`config.mk`:
```
export PLATFORM = sky130hd
export DESIGN_NAME = pen_stroke_segmenter_unit
export DESIGN_NICKNAME = d
export VERILOG_FILES = /design/src/rtl/pss_pkg.sv /design/src/rtl/pen_stroke_segmenter_unit.sv /design/src/rtl/pss_div.sv /design/src/rtl/pss_crc.sv
export SDC_FILE = /design/constraint.sdc
export NUM_CORES = 1
export LEC_CHECK = 0
export BUFFER_PORTS_ARGS = -buffer_cell sky130_fd_sc_hd__buf_4
export CORE_MARGIN = 5
export CORE_UTILIZATION = 50
export DETAILED_ROUTE_END_ITERATION = 8
export GPL_ROUTABILITY_DRIVEN = 0
export PLACE_DENSITY_LB_ADDON = 0.2
export SYNTH_ARGS = -nofsm -noshare
export SYNTH_HDL_FRONTEND = slang
export SYNTH_SLANG_ARGS = --single-unit
```
`constraint.sdc`:
```
create_clock -name clk -period 11.8 [get_ports clk]
set_input_delay 0.59 -clock clk [delete_from_list [all_inputs] [get_ports clk]]
set_output_delay 0.59 -clock clk [all_outputs]
set_load 0.03 [all_outputs]
```
`src/rtl/pss_pkg.sv`:
```
`default_nettype none
package pss_pkg;

	localparam int unsigned WORD_W  = 32;
	localparam int unsigned PRES_W  = 16;
	localparam int unsigned PER_W   = 16;
	localparam int unsigned FLAG_W  = 3;
	localparam int unsigned IN_W    = 112;
	localparam int unsigned REC_W   = 152;
	localparam int unsigned NBYTES  = 19;
	localparam int unsigned MEAN_BYTE = 16;
	localparam int unsigned IDX_W   = 5;
	localparam int unsigned CNT_W   = 5;

	localparam logic [PER_W-1:0] PERIOD_RST = 16'd20;
	localparam logic [7:0]       CRC_POLY   = 8'h07;

	typedef enum logic [1:0] {
		ST_IDLE,
		ST_CALC,
		ST_LOAD
	} pss_state_t;

	typedef struct packed {
		logic busy;
		logic done;
	} pss_stat_t;

	function automatic logic [7:0] crc8_byte(input logic [7:0] crc, input logic [7:0] b);
		logic [7:0] c;
		c = crc ^ b;
		for (int k = 0; k < 8; k++) begin
			c = c[7] ? ({c[6:0], 1'b0} ^ CRC_POLY) : {c[6:0], 1'b0};
		end
		return c;
	endfunction

endpackage
`default_nettype wire

```
`src/rtl/pen_stroke_segmenter_unit.sv`:
```
// Pen stroke segmenter.
// s_axis: one pen sample per beat. tdata holds sample_time_ms, delta_x_um,
// delta_y_um, pressure_mn from bit 0 up; tuser[0] is pen_is_down.
// m_axis: one segment per beat. tdata holds sequence_number, relative_time_ms,
// sum_dx_um, sum_dy_um, mean_pressure_mn, record_crc; tuser holds
// flag_pen_down, flag_stroke_start, flag_stroke_end.
// cfg: segment_period_ms, written whenever cfg_valid is high (cfg_ready is
// tied high); write it only while the block is idle.
// A sample that yields no segment is absorbed and the block stays idle. A
// sample that yields a segment passes from accept through the divider for
// the mean pressure, then the last three CRC bytes and the output load, to
// m_axis_tvalid; s_axis_tready is low meanwhile.
// The output register holds a segment until taken, and samples are accepted
// while it waits; a further segment waits in the load step until the
// output register frees.
// Reset clears control state, sets the period to 20 ms and empties the output.
`default_nettype none
module pen_stroke_segmenter_unit (
	input  wire logic          clk,
	input  wire logic          arst_n,
	input  wire logic          s_axis_tvalid,
	output logic               s_axis_tready,
	// time[31:0], dx[63:32], dy[95:64], pressure[111:96]
	input  wire logic [111:0]  s_axis_tdata,
	// pen_is_down[0]
	input  wire logic [0:0]    s_axis_tuser,
	output logic               m_axis_tvalid,
	input  wire logic          m_axis_tready,
	// seq[31:0], rel time[63:32], sum dx[95:64], sum dy[127:96],
	// mean pressure[143:128], crc[151:144]
	output logic [151:0]       m_axis_tdata,
	// in_stroke[0], stroke_start[1], stroke_end[2]
	output logic [2:0]         m_axis_tuser,
	input  wire logic          cfg_valid,
	output logic               cfg_ready,
	input  wire logic [15:0]   cfg_data
);

	localparam int unsigned W = pss_pkg::WORD_W;

	pss_pkg::pss_state_t state_q, state_n;

	logic [pss_pkg::PER_W-1:0]   period_q;
	logic [W-1:0]                start_q, last_flush_q, next_seq_q;
	logic [W-1:0]                dx_acc_q, dy_acc_q, psum_q, count_q;
	logic                        in_stroke_q, fsp_q, prev_pen_q;

	logic [W-1:0]                rec_seq_q, rec_rel_q, rec_dx_q, rec_dy_q;
	logic [pss_pkg::FLAG_W-1:0]  rec_flags_q;
	logic                        rec_zero_q;

	logic                        out_valid_q;
	logic [pss_pkg::REC_W-1:0]   out_data_q;
	logic [pss_pkg::FLAG_W-1:0]  out_user_q;

	logic [W-1:0]                ts, dx, dy, start_n, dx_n, dy_n, psum_n, count_n, elapsed;
	logic [pss_pkg::PRES_W-1:0]  pres, mean;
	logic                        pen, rise, fall, timed, emit, accept;
	logic                        in_stroke_n, fsp_n;
	logic                        take, out_free, load, calc_done;

	pss_pkg::pss_stat_t          div_stat, crc_stat;
	logic [W-1:0]                quotient;
	logic [7:0]                  crc;
	logic [pss_pkg::REC_W-1:0]   rec;

	always_comb begin
		ts      = s_axis_tdata[31:0];
		dx      = s_axis_tdata[63:32];
		dy      = s_axis_tdata[95:64];
		pres    = s_axis_tdata[111:96];
		pen     = s_axis_tuser[0];
		start_n = (start_q == '0) ? ts : start_q;
		rise    = pen && !prev_pen_q;
		fall    = !pen && prev_pen_q;
		in_stroke_n = rise ? 1'b1 : (fall ? 1'b0 : in_stroke_q);
		fsp_n   = rise ? 1'b1 : fsp_q;
		dx_n    = pen ? dx_acc_q + dx : dx_acc_q;
		dy_n    = pen ? dy_acc_q + dy : dy_acc_q;
		psum_n  = pen ? psum_q + {{(W-pss_pkg::PRES_W){1'b0}}, pres} : psum_q;
		count_n = pen ? count_q + 1'b1 : count_q;
		elapsed = ts - last_flush_q;
		timed   = (elapsed >= {{(W-pss_pkg::PER_W){1'b0}}, period_q});
		emit    = fall || (timed && (count_n != '0));
	end

	// sequencer
	always_comb begin
		state_n = state_q;
		case (state_q)
			pss_pkg::ST_IDLE: if (accept && emit) state_n = pss_pkg::ST_CALC;
			pss_pkg::ST_CALC: if (calc_done) state_n = pss_pkg::ST_LOAD;
			pss_pkg::ST_LOAD: if (out_free) state_n = pss_pkg::ST_IDLE;
			default:          state_n = pss_pkg::ST_IDLE;
		endcase
	end

	always_comb begin
		s_axis_tready = 1'b0;
		load          = 1'b0;
		case (state_q)
			pss_pkg::ST_IDLE: s_axis_tready = 1'b1;
			pss_pkg::ST_LOAD: load = out_free;
			default: ;
		endcase
	end

	always_comb begin
		accept    = s_axis_tvalid && s_axis_tready;
		take      = out_valid_q && m_axis_tready;
		out_free  = !out_valid_q || m_axis_tready;
		calc_done = div_stat.done && !div_stat.busy && crc_stat.done && !crc_stat.busy;
		mean      = rec_zero_q ? '0 : quotient[pss_pkg::PRES_W-1:0];
		rec       = {5'b0, rec_flags_q, mean, rec_dy_q, rec_dx_q, rec_rel_q, rec_seq_q};
	end

	always_ff @(posedge clk or negedge arst_n) begin
		if (!arst_n) begin
			state_q      <= pss_pkg::ST_IDLE;
			period_q     <= pss_pkg::PERIOD_RST;
			start_q      <= '0;
			last_flush_q <= '0;
			next_seq_q   <= '0;
			dx_acc_q     <= '0;
			dy_acc_q     <= '0;
			psum_q       <= '0;
			count_q      <= '0;
			in_stroke_q  <= 1'b0;
			fsp_q        <= 1'b0;
			prev_pen_q   <= 1'b0;
			out_valid_q  <= 1'b0;
		end else begin
			state_q <= state_n;
			if (cfg_valid) begin
				period_q <= cfg_data;
			end
			if (accept) begin
				start_q     <= start_n;
				in_stroke_q <= in_stroke_n;
				prev_pen_q  <= pen;
				if (fall || timed) begin
					last_flush_q <= ts;
				end
				if (emit) begin
					next_seq_q <= next_seq_q + 1'b1;
					dx_acc_q   <= '0;
					dy_acc_q   <= '0;
					psum_q     <= '0;
					count_q    <= '0;
					fsp_q      <= 1'b0;
				end else begin
					dx_acc_q   <= dx_n;
					dy_acc_q   <= dy_n;
					psum_q     <= psum_n;
					count_q    <= count_n;
					fsp_q      <= fsp_n;
				end
			end
			if (load) begin
				out_valid_q <= 1'b1;
			end else if (take) begin
				out_valid_q <= 1'b0;
			end
		end
	end

	always_ff @(posedge clk) begin
		if (accept && emit) begin
			rec_seq_q   <= next_seq_q;
			rec_rel_q   <= ts - start_n;
			rec_dx_q    <= dx_n;
			rec_dy_q    <= dy_n;
			rec_flags_q <= {fall, fsp_n, in_stroke_n};
			rec_zero_q  <= (count_n == '0);
		end
		if (load) begin
			out_data_q <= {crc, mean, rec_dy_q, rec_dx_q, rec_rel_q, rec_seq_q};
			out_user_q <= rec_flags_q;
		end
	end

	pss_div u_div (
		.clk      (clk),
		.arst_n   (arst_n),
		.start    (accept && emit),
		.dividend (psum_n),
		.divisor  (count_n),
		.stat     (div_stat),
		.quotient (quotient)
	);

	// runs beside the divider, holds before the mean bytes until it is done
	pss_crc u_crc (
		.clk     (clk),
		.arst_n  (arst_n),
		.start   (accept && emit),
		.mean_ok (div_stat.done),
		.rec     (rec),
		.stat    (crc_stat),
		.crc     (crc)
	);

	assign m_axis_tvalid = out_valid_q;
	assign m_axis_tdata  = out_data_q;
	assign m_axis_tuser  = out_user_q;
	assign cfg_ready     = 1'b1;

endmodule
`default_nettype wire

```
`src/rtl/pss_div.sv`:
```
`default_nettype none
// restoring divider, one quotient bit per cycle
module pss_div (
	input  wire logic                          clk,
	input  wire logic                          arst_n,
	input  wire logic                          start,
	input  wire logic [pss_pkg::WORD_W-1:0]    dividend,
	input  wire logic [pss_pkg::WORD_W-1:0]    divisor,
	output pss_pkg::pss_stat_t                 stat,
	output logic      [pss_pkg::WORD_W-1:0]    quotient
);

	logic                          busy_q;
	logic                          done_q;
	logic [pss_pkg::CNT_W-1:0]     cnt_q;
	logic [pss_pkg::WORD_W-1:0]    rem_q;
	logic [pss_pkg::WORD_W-1:0]    quo_q;
	logic [pss_pkg::WORD_W-1:0]    den_q;
	logic [pss_pkg::WORD_W:0]      shifted;
	logic [pss_pkg::WORD_W:0]      trial;
	logic                          ge;

	always_comb begin
		shifted = {rem_q, quo_q[pss_pkg::WORD_W-1]};
		trial   = shifted - {1'b0, den_q};
		ge      = (shifted >= {1'b0, den_q});
	end

	always_ff @(posedge clk or negedge arst_n) begin
		if (!arst_n) begin
			busy_q <= 1'b0;
			done_q <= 1'b0;
			cnt_q  <= '0;
		end else if (start) begin
			busy_q <= 1'b1;
			done_q <= 1'b0;
			cnt_q  <= '0;
		end else if (busy_q) begin
			cnt_q <= cnt_q + 1'b1;
			if (cnt_q == '1) begin
				busy_q <= 1'b0;
				done_q <= 1'b1;
			end
		end
	end

	always_ff @(posedge clk) begin
		if (start) begin
			rem_q <= '0;
			quo_q <= dividend;
			den_q <= divisor;
		end else if (busy_q) begin
			rem_q <= ge ? trial[pss_pkg::WORD_W-1:0] : shifted[pss_pkg::WORD_W-1:0];
			quo_q <= {quo_q[pss_pkg::WORD_W-2:0], ge};
		end
	end

	assign stat.busy = busy_q;
	assign stat.done = done_q;
	assign quotient  = quo_q;

endmodule
`default_nettype wire

```
`src/rtl/pss_crc.sv`:
```
`default_nettype none
// bytewise CRC-8 over the record, waits for the mean before its bytes
module pss_crc (
	input  wire logic                         clk,
	input  wire logic                         arst_n,
	input  wire logic                         start,
	input  wire logic                         mean_ok,
	input  wire logic [pss_pkg::REC_W-1:0]    rec,
	output pss_pkg::pss_stat_t                stat,
	output logic      [7:0]                   crc
);

	logic                         busy_q;
	logic                         done_q;
	logic [pss_pkg::IDX_W-1:0]    idx_q;
	logic [7:0]                   crc_q;
	logic [7:0]                   cur_byte;
	logic                         step;

	always_comb begin
		cur_byte = rec[{idx_q, 3'b000} +: 8];
		step     = busy_q && ((idx_q < pss_pkg::IDX_W'(pss_pkg::MEAN_BYTE)) || mean_ok);
	end

	always_ff @(posedge clk or negedge arst_n) begin
		if (!arst_n) begin
			busy_q <= 1'b0;
			done_q <= 1'b0;
			idx_q  <= '0;
		end else if (start) begin
			busy_q <= 1'b1;
			done_q <= 1'b0;
			idx_q  <= '0;
		end else if (step) begin
			idx_q <= idx_q + 1'b1;
			if (idx_q == pss_pkg::IDX_W'(pss_pkg::NBYTES - 1)) begin
				busy_q <= 1'b0;
				done_q <= 1'b1;
			end
		end
	end

	always_ff @(posedge clk) begin
		if (start) begin
			crc_q <= '0;
		end else if (step) begin
			crc_q <= pss_pkg::crc8_byte(crc_q, cur_byte);
		end
	end

	assign stat.busy = busy_q;
	assign stat.done = done_q;
	assign crc       = crc_q;

endmodule
`default_nettype wire

```
==> results of run 1 <==
-- critical path, delay by kind of cell, from the launching register on --
kind                       cells  cell delay [ns]
muxes                          1             0.39
AOI/OAI and AO/OA              6             2.01
buffers and inverters          3             0.92
xor gates and xnor gates       1             0.18
and+or+nand+nor                6             2.28
adders and majority gates      2             0.48
DFF                            1             0.37
-- cell families after synthesis --
group	after synthesis	share of synthesized area
other	1	0.000104
buffers and inverters	296	0.0342
xor gates and xnor gates	249	0.0607
muxes	175	0.0629
AOI/OAI and AO/OA	875	0.158
adders and majority gates	201	0.0712
DFF	651	0.497
and+or+nand+nor	859	0.116
-- layout by cell type, fill, tap and decap left out, types with 30 or more instances in the layout --
master,synthesis,layout
nand3_1,72,72
nand2_1,265,264
a22o_1,41,41
ha_1,194,194
mux2_2,96,96
and3_1,49,49
dfrtp_1,258,255
edfxtp_1,351,351
nand4_1,48,48
nor2b_1,60,59
dfxtp_1,40,40
buf_4,3,312
nor2_1,204,202
a211oi_1,46,46
inv_1,148,148
xnor2_1,179,179
a21o_1,102,102
a21oi_1,245,245
mux2i_1,40,40
xor2_1,70,70
mux4_2,30,30
nor3_1,44,42
clkbuf_16,0,76
o21ai_0,199,199
-- layer usage --
metal	routed length, um	track usage	vias up
li1	-	-	12700
met1	42200	0.341	13000
met2	44000	0.381	920
met3	7220	0.0430	159
met4	3140	0.0795	10
met5	72	0	-
-- sequential cells by signal (all words and copies together), names as in the netlist, 5 cells and up --
signal	cells
m_axis_tdata	152
count_q	32
dx_acc_q	32
dy_acc_q	32
last_flush_q	32
next_seq_q	32
psum_q	32
rec_dx_q	32
rec_dy_q	32
rec_rel_q	32
rec_seq_q	32
start_q	32
u_div.den_q	32
u_div.quotient	32
u_div.rem_q	32
period_q	16
u_crc.crc	8
u_crc.idx_q	5
u_div.cnt_q	5
-- power breakdown --
part / internal, uW / total [uW] / switching [uW]
clock: 1500 / 2470 / 968
combinational: 1720 / 3980 / 2250
sequential: 2910 / 3280 / 371
total: 6140 / 9730 / 3590
-- how the worst max path moves through the flow --
stage	slack, ns	to
4_1_cts	4.82	u_div.quotient[30]
3_5_place_dp	4.50	u_div.quotient[22]
5_1_grt	4.41	u_div.quotient[22]
3_3_place_gp	4.59	u_div.quotient[31]
6_report	4.75	u_div.quotient[22]
2_1_floorplan	3.57	m_axis_tdata[0]
-- metrics by stage --
| step | total power [uW] | utilization | area [um2] | hold WS [ns] |
|---|---|---|---|---|
| 6_report | 9730 | 0.581 | 41500 | -0.0156 |
| 5_1_grt | 10400 | 0.581 | 41500 | 0.0363 |
| 4_1_cts | 9750 | 0.581 | 41500 | 0.0144 |
| 3_5_place_dp | 7260 | 0.544 | 38900 | 0.430 |
| 3_3_place_gp | 7200 | 0.544 | 38900 | 0.426 |
| 2_1_floorplan | 6290 | - | 35900 | 0.294 |
-- synthesized netlist by cell type, types with 40 or more instances --
cell type  instances  area [um2]
nand2_1          265         995
xor2_1            70         613
a211oi_1          46         345
ha_1             194        2430
nand3_1           72         360
and3_1            49         307
dfxtp_1           40         801
nor3_1            44         220
a21o_1           102         766
a21oi_1          245        1230
clkbuf_1          95         357
dfrtp_1          258        6460
o21ai_0          199         996
a22o_1            41         359
xnor2_1          179        1570
nand4_1           48         300
nor2_1           204         766
edfxtp_1         351       10500
mux2_2            96        1080
mux2i_1           40         400
nor2b_1           60         375
inv_1            148         556
-- cell type report --
cell class	count	area share
Tap cell	950	0.0287
Clock buffer	91	0.0494
Timing Repair Buffer	314	0.0573
Antenna cell	3	0.000181
Inverter	148	0.0134
Clock inverter	44	0.0139
Sequential cell	651	0.430
Multi-Input combinational cell	2360	0.407
==> summary.md, run 1 <==
| Metric | Value |
|---|---|
| Outcome | finished with violations |
| Violated checks | hold timing |
| Congestion Overflow GR | 0 |
| Initial antenna violation count | 8 |
| Post-CTS resize count | 0 |
| Hpwl dp | 69500 um |
| CTS tree | yes |
| Post-CTS Setup Repair Bufs | 0 |
| First-pass GRT wire length | 148000 um |
| Depth of the CTS H-tree | 3 |
| Setup WS pre-CTS | roughly 4.5 ns |
| Hold Fails Final Rpt | 3 |
| Syn avg cell area | 10.9 um2 |
| I/O pins | slightly below 300 |
| Yosys cell types | a little under 90 |
| Placed insts | 4423 |
| Iteration-0 DRC Markers | 2172 |
| Worst setup SP type | flop |
| Skew-Pair Late Insertion Delay | just over 0.6 ns |
| Final period util | 0.598 |
| Gate Count Post-Synth | roughly 3300 |
| Least-Margin Pin Slew | around 1.1 ns |
| Fillers | just over 6000 |
| TritonCTS Buffers | 73 |
| Setup TNS Final | 0 ns |
| Slowest-stage cell, CP | and4_1 |
| Critical path arrival | 7.40 ns |
| Post-synthesis async set-or-reset flop share | 0.399 |
| Synth warn | 0 |
| Crit end category | flop |
| Predominant post-synthesis flop cell | edfxtp_1 |
| Fin cells | 4561 |
| FF-to-FF path depth | 19 |
| Hold Buf Count CTS | 0 |
| Via density | 5.86 |
| Register area | 17900 um2 |
| Antenna viol nets, final | 0 |
| Synthesized flop and latch total | roughly 650 |
| Final min period | slightly above 7 ns |
| Max-Slew Margin vs Limit | 0.266 |
| Lkg Pwr | around 0.018 uW |
| Syn nets | 3641 |
| Worst setup margin | 4.75 ns |
| Clock transition at the registers of the reported paths | ~0.06 ns |
| Die area | 77300 um2 |
| Worst Setup SP | last_flush_q[1] |
| Crit path kind | reg2reg |
| Share of layout cells above drive strength 1 | 0.169 |
| CP required | 12.15 ns |
| Crit-path cells | inv_1, ha_1, nor2b_1, o31a_1, o31ai_1, a21o_1, nand2_1, xor2_1, ha_1, or4_1, o311ai_0, o2111ai_1, a2111o_1, nor4_2, and4_1, nor3_2, buf_12, buf_4, mux2_1 |
| Root Driver | clkbuf_16 |
| IO buf count | 290 |
| WHS | -0.0156 ns |
| Total track usage | 0.241 |
| P per Cell Area | ~230 nW/um2 |
| Clock skew | between 0.03 and 0.04 ns |
| Via count | 26700 |
| Row count | between 90 and 100 |
| Max Slew Vio Count | 0 |
| CTS Buffer Depth | 3 |
| Sequential share of the synthesized area | 0.497 |
| Core ar. | just over 70000 um2 |
| CTS Sinks | around 650 |
| DRC | 0 |
| Setup violators final | 0 |
| Worst r2r dst | u_div.quotient[22] |
| Die width | 278 um |
| Layout Nets | 3882 |
| Die Y | 278 um |
| Worst-path fanout max | 173 |
| CP most frequent cell | ha_1 |
| Initial Utilization | 0.503 |
| Max cap viols | 0 |
| Post-synthesis instance area | 35900 um2 |
| Final wirelength | 96700 um |
| Pre-antenna DRT Iters | 5 |
| RSZ-0062 raised after global routing | false |
| Slowest stage delay, CP | about 0.96 ns |
| Vias in the first global route | 25400 |
| WL per Instance | 21.2 um |
| Peak VDD IR | 129 uV |
| Area of the multi-input gates | 16900 um2 |
| Reg-to-Reg Start | last_flush_q[1] |
| Max Freq | 0.142 GHz |
| EDFF count, synth | around 350 |
| Largest net degree at the start of global routing | 174 |
| HP Class | in2async |
| R2R Setup Slk | 4.75 ns |
| Area delta synth->final | 15.5% |
(Power assumes the default switching activity.)
==> run 2: changes to the inputs <==
--- a/config.mk
+++ b/config.mk
@@ -5,6 +5,7 @@
 export SDC_FILE = /design/constraint.sdc
 export NUM_CORES = 1
 export LEC_CHECK = 0
+export ABC_AREA = 1
 export BUFFER_PORTS_ARGS = -buffer_cell sky130_fd_sc_hd__buf_4
 export CORE_MARGIN = 5
 export CORE_UTILIZATION = 50
==> constraint.sdc (replaced) <==
create_clock -name clk -period 6.3 [get_ports clk]
set_input_delay 0.315 -clock clk [delete_from_list [all_inputs] [get_ports clk]]
set_output_delay 0.315 -clock clk [all_outputs]
set_load 0.03 [all_outputs]
==> run 2 against run 1 <==
The run now ends clean. Die area increased by 8.9%. Clock-buffer cell count increased by 4. Via count rose by 31%. Non-clock buffer count up 60. Clock skew down 0.0045 ns. Flip-flop and latch count unchanged. Critical path type unchanged. Critical endpoint is now rec_rel_q[23]. Largest power group unchanged.
==> summary.md, run 2 <==
| Metric | Value |
|---|---|
| Peak VDD IR | 264 uV (was 129 uV) |
| Layout Nets | 5671 (was 3882) |
| DRT met1 WL | 50700 um (was 42200 um) |
| CTS tree | yes (unchanged) |
| Syn nets | 5376 (was 3641) |
| Post-synthesis instance area | 39200 um2 (was 35900 um2) |
| Max Freq | 0.225 GHz (was 0.142 GHz) |
| Top cell type's share of synthesized area | 0.269 (was 0.293) |
| Iteration-0 DRC Markers | 3225 (was 2172) |
| Met2 wire len | 53900 um (was 44000 um) |
| Setup TNS Final | 0 ns (unchanged) |
| EDFF count, synth | 351 (unchanged) |
| CP required | 6.66 ns (was 12.15 ns) |
| Initial antenna violation count | 1 (was 8) |
| Crit. path cell count | 14 (was 19) |
| Post-synthesis async set-or-reset flop share | 0.399 (unchanged) |
| Area delta synth->final | 15.5% (about the same) |
| Max cap viols | 0 (unchanged) |
| TritonCTS Buffers | 72 (was 73) |
| Die Y | 290 um (was 278 um) |
| Worst-path fanout max | 18 (was 173) |
| Post-layout util | 0.584 (was 0.581) |
| Syn avg cell area | 7.78 um2 (was 10.9 um2) |
| CP most frequent cell | a21oi_1 (was ha_1) |
| Congestion Overflow GR | 0 (unchanged) |
| Hold Buf Count CTS | 47 (was 0) |
| P per Cell Area | 415 nW/um2 (was 235 nW/um2) |
| DRC | 0 (unchanged) |
| Hold Fails Final Rpt | 0 (was 3) |
| Yosys cell types | 48 (was 89) |
| CTS Buffer Depth | 3 (unchanged) |
| Placed insts | 6256 (was 4423) |
| Sequential share of the synthesized area | 0.455 (was 0.497) |
| Slowest-stage cell, CP | nor2_2 (was and4_1) |
| Critical path arrival | 4.81 ns (was 7.40 ns) |
| Cell type with the highest aggregate area in the netlist | edfxtp_1 (unchanged) |
| Synth warn | 0 (unchanged) |
| Synthesized flop and latch total | 651 (unchanged) |
| I/O pins | 292 (unchanged) |
| Post-CTS resize count | 0 (unchanged) |
| Crit path kind | reg2reg (unchanged) |
| CTS Sinks | 651 (unchanged) |
| Fin cells | 6437 (was 4561) |
| Largest cells by area after synthesis | edfxtp_1 (27%), dfrtp_1 (16%), nand2_1 (16%) (was edfxtp_1 (29%), dfrtp_1 (18%), ha_1 (6.8%)) |
| WL met3 | 8230 um (was 7220 um) |
| # diodes | 0 (was 3) |
| First-pass GRT wire length | 184000 um (was 148000 um) |
| Max-Slew Margin vs Limit | 0.239 (was 0.266) |
| Critical path buffers and inverters | 0 (was 3) |
| Final wirelength | 118000 um (was 96700 um) |
| Clock skew | 0.0272 ns (was 0.0317 ns) |
| Antenna viol nets, final | 0 (unchanged) |
| HP Class | in2reg (was in2async) |
| Die width | 290 um (was 278 um) |
| Gate Count Post-Synth | 5042 (was 3307) |
| Fillers | 7241 (was 6079) |
| Core ar. | 77600 um2 (was 71400 um2) |
| FF-to-FF path depth | 14 (was 19) |
| Die area | 84200 um2 (was 77300 um2) |
| Post-synth top cells | nand2_1 (1642), inv_1 (561), nand3_1 (421) (was edfxtp_1 (351), nand2_1 (265), dfrtp_1 (258)) |
| WL per Instance | 18.3 um (was 21.2 um) |
| Initial Utilization | 0.506 (was 0.503) |
| Max FFs per register | 152 (unchanged) |
| Skew-Pair Late Insertion Delay | 0.62 ns (about the same) |
| Lkg Pwr | 0.0217 uW (was 0.0177 uW) |
| Overall power | 18800 uW (was 9730 uW) |
| Root Driver | clkbuf_16 (unchanged) |
| Via density | 5.44 (was 5.86) |
| Least-Margin Pin Slew | 1.14 ns (was 1.09 ns) |
| Top-count cell post-synth | nand2_1 (was edfxtp_1) |
| Hpwl dp | 87100 um (was 69500 um) |
| Worst setup SP type | flop (unchanged) |
| Clock transition at the registers of the reported paths | 0.06 ns (about the same) |
| RSZ-0062 raised after global routing | false (unchanged) |
| Crit end category | flop (unchanged) |
| Largest net degree at the start of global routing | 118 (was 174) |
| Hold depth | 3 |
| Via count | 35000 (was 26700) |
| Outcome | finished clean (was finished with violations) |
| Predominant post-synthesis flop cell | edfxtp_1 (unchanged) |
| Pre-antenna DRT Iters | 6 (was 5) |
| Delay-heaviest family, CP | compound AO/OA/AOI/OAI gates (was simple AND/OR/NAND/NOR gates) |
| Row count | 102 (was 98) |
| Most frequent cells in the layout | nand2_1 (1639), inv_1 (559), nand3_1 (421), nor2_1 (369), edfxtp_1 (351) (was edfxtp_1 (351), buf_4 (312), nand2_1 (264), dfrtp_1 (255), a21oi_1 (245)) |
| DR top layer | met4 (was met5) |
| Depth of the CTS H-tree | 3 (unchanged) |
| Vias in the first global route | 33400 (was 25400) |
| Share of layout cells above drive strength 1 | 0.0919 (was 0.169) |
| Crit-path cells | nor4_1, nand4_1, nor2_2, a21oi_1, ha_1, a21oi_1, nand2_1, a21oi_1, o21ai_0, a21boi_0, o21ai_0, a21oi_1, o21ai_0, xor2_1 (was inv_1, ha_1, nor2b_1, o31a_1, o31ai_1, a21o_1, nand2_1, xor2_1, ha_1, or4_1, o311ai_0, o2111ai_1, a2111o_1, nor4_2, and4_1, nor3_2, buf_12, buf_4, mux2_1) |
| Final period util | 0.707 (was 0.598) |
| Placed Area | 42400 um2 (was 38900 um2) |
| Post-route cell area | 45300 um2 (was 41500 um2) |
| Total track usage | 0.270 (was 0.241) |
| Most common cell after layout, fill and taps aside | nand2_1 (was edfxtp_1) |
| IO buf count | 290 (unchanged) |
| Post-CTS Setup Repair Bufs | 0 (unchanged) |
| Max Slew Vio Count | 0 (unchanged) |
| Setup violators final | 0 (unchanged) |
| Final min period | 4.45 ns (was 7.05 ns) |
| Slowest stage delay, CP | 0.72 ns (was 0.96 ns) |
-- run 2: cell types whose count changed in the layout (fill, tap and decap cells not counted), moves of 59 or more --
cell / previous run / this run
a21o_1: 102 / 13
inv_1: 148 / 559
mux2_2: 96 / 1
nand2_1: 264 / 1639
nand3_1: 72 / 421
nor2_1: 202 / 369
nor2b_1: 59 / 0
xnor2_1: 179 / 61
-- run 2: path summary, 6_finish.rpt --
check / slack, ns / from / to
max reg2reg: 1.85 / start_q[16] / rec_rel_q[23]
max: 1.85 / start_q[16] / rec_rel_q[23]
min: 0.02 / s_axis_tdata[25] / last_flush_q[25]
min reg2reg: 0.44 / rec_rel_q[31] / m_axis_tdata[63]
min in group asynchronous: 0.32 / arst_n / psum_q[21]
max in group asynchronous: 4.57 / arst_n / count_q[14]
-- run 2: power by group --
part           switching, uW  total (uW)  internal [uW]
logic                   5690        8520           2830
registers                569        5960           5390
clock network           1800        4340           2540
total                   8060       18800          10800
-- run 2: kinds of logic (layout without fill, tap and decap cells) --
group,Yosys count,in the layout,synth area share
muxes,2,2,0.000542
DFF,651,651,0.455
adders and majority gates,200,200,0.0649
xor gates and xnor gates,165,165,0.0368
AOI/OAI and AO/OA,597,597,0.0828
other,1,1,0.0000956
and+or+nand+nor,2682,2682,0.286
buffers and inverters,744,1099,0.0743
-- run 2: worst register-to-register path, delay by kind of cell (launching register included) --
family / cells / cell delay [ns]
xor+xnor: 1 / 0.15
flops: 1 / 0.40
fa+ha+maj: 1 / 0.39
compound gates: 8 / 1.90
simple gates: 4 / 1.36
-- run 2: final cells by class --
class                           instances  area (um2)  share of cell area
Clock buffer                           95        2020              0.0446
Clock inverter                         39         420             0.00927
Inverter                              591        2230              0.0491
Multi-Input combinational cell       3647       18500               0.408
Sequential cell                       651       17900               0.394
Tap cell                             1040        1300              0.0287
Timing Repair Buffer                  374        3000              0.0661
-- run 2: metal layers --
metal  vias up  GRT usage
li1      17200          -
met1     16300      0.370
met2      1261      0.439
met3       255     0.0415
met4         0     0.0998
met5         -          0
-- run 2: per-stage QoR --
| step | hold WS (ns) | setup WS (ns) |
|---|---|---|
| global placement | 0.421 | 1.95 |
| finish | 0.0248 | 1.85 |
| floorplan | 0.0194 | 0.714 |
| CTS | 0.00251 | 1.96 |
| global route | 0.0191 | 1.45 |
| detailed placement | 0.425 | 1.87 |
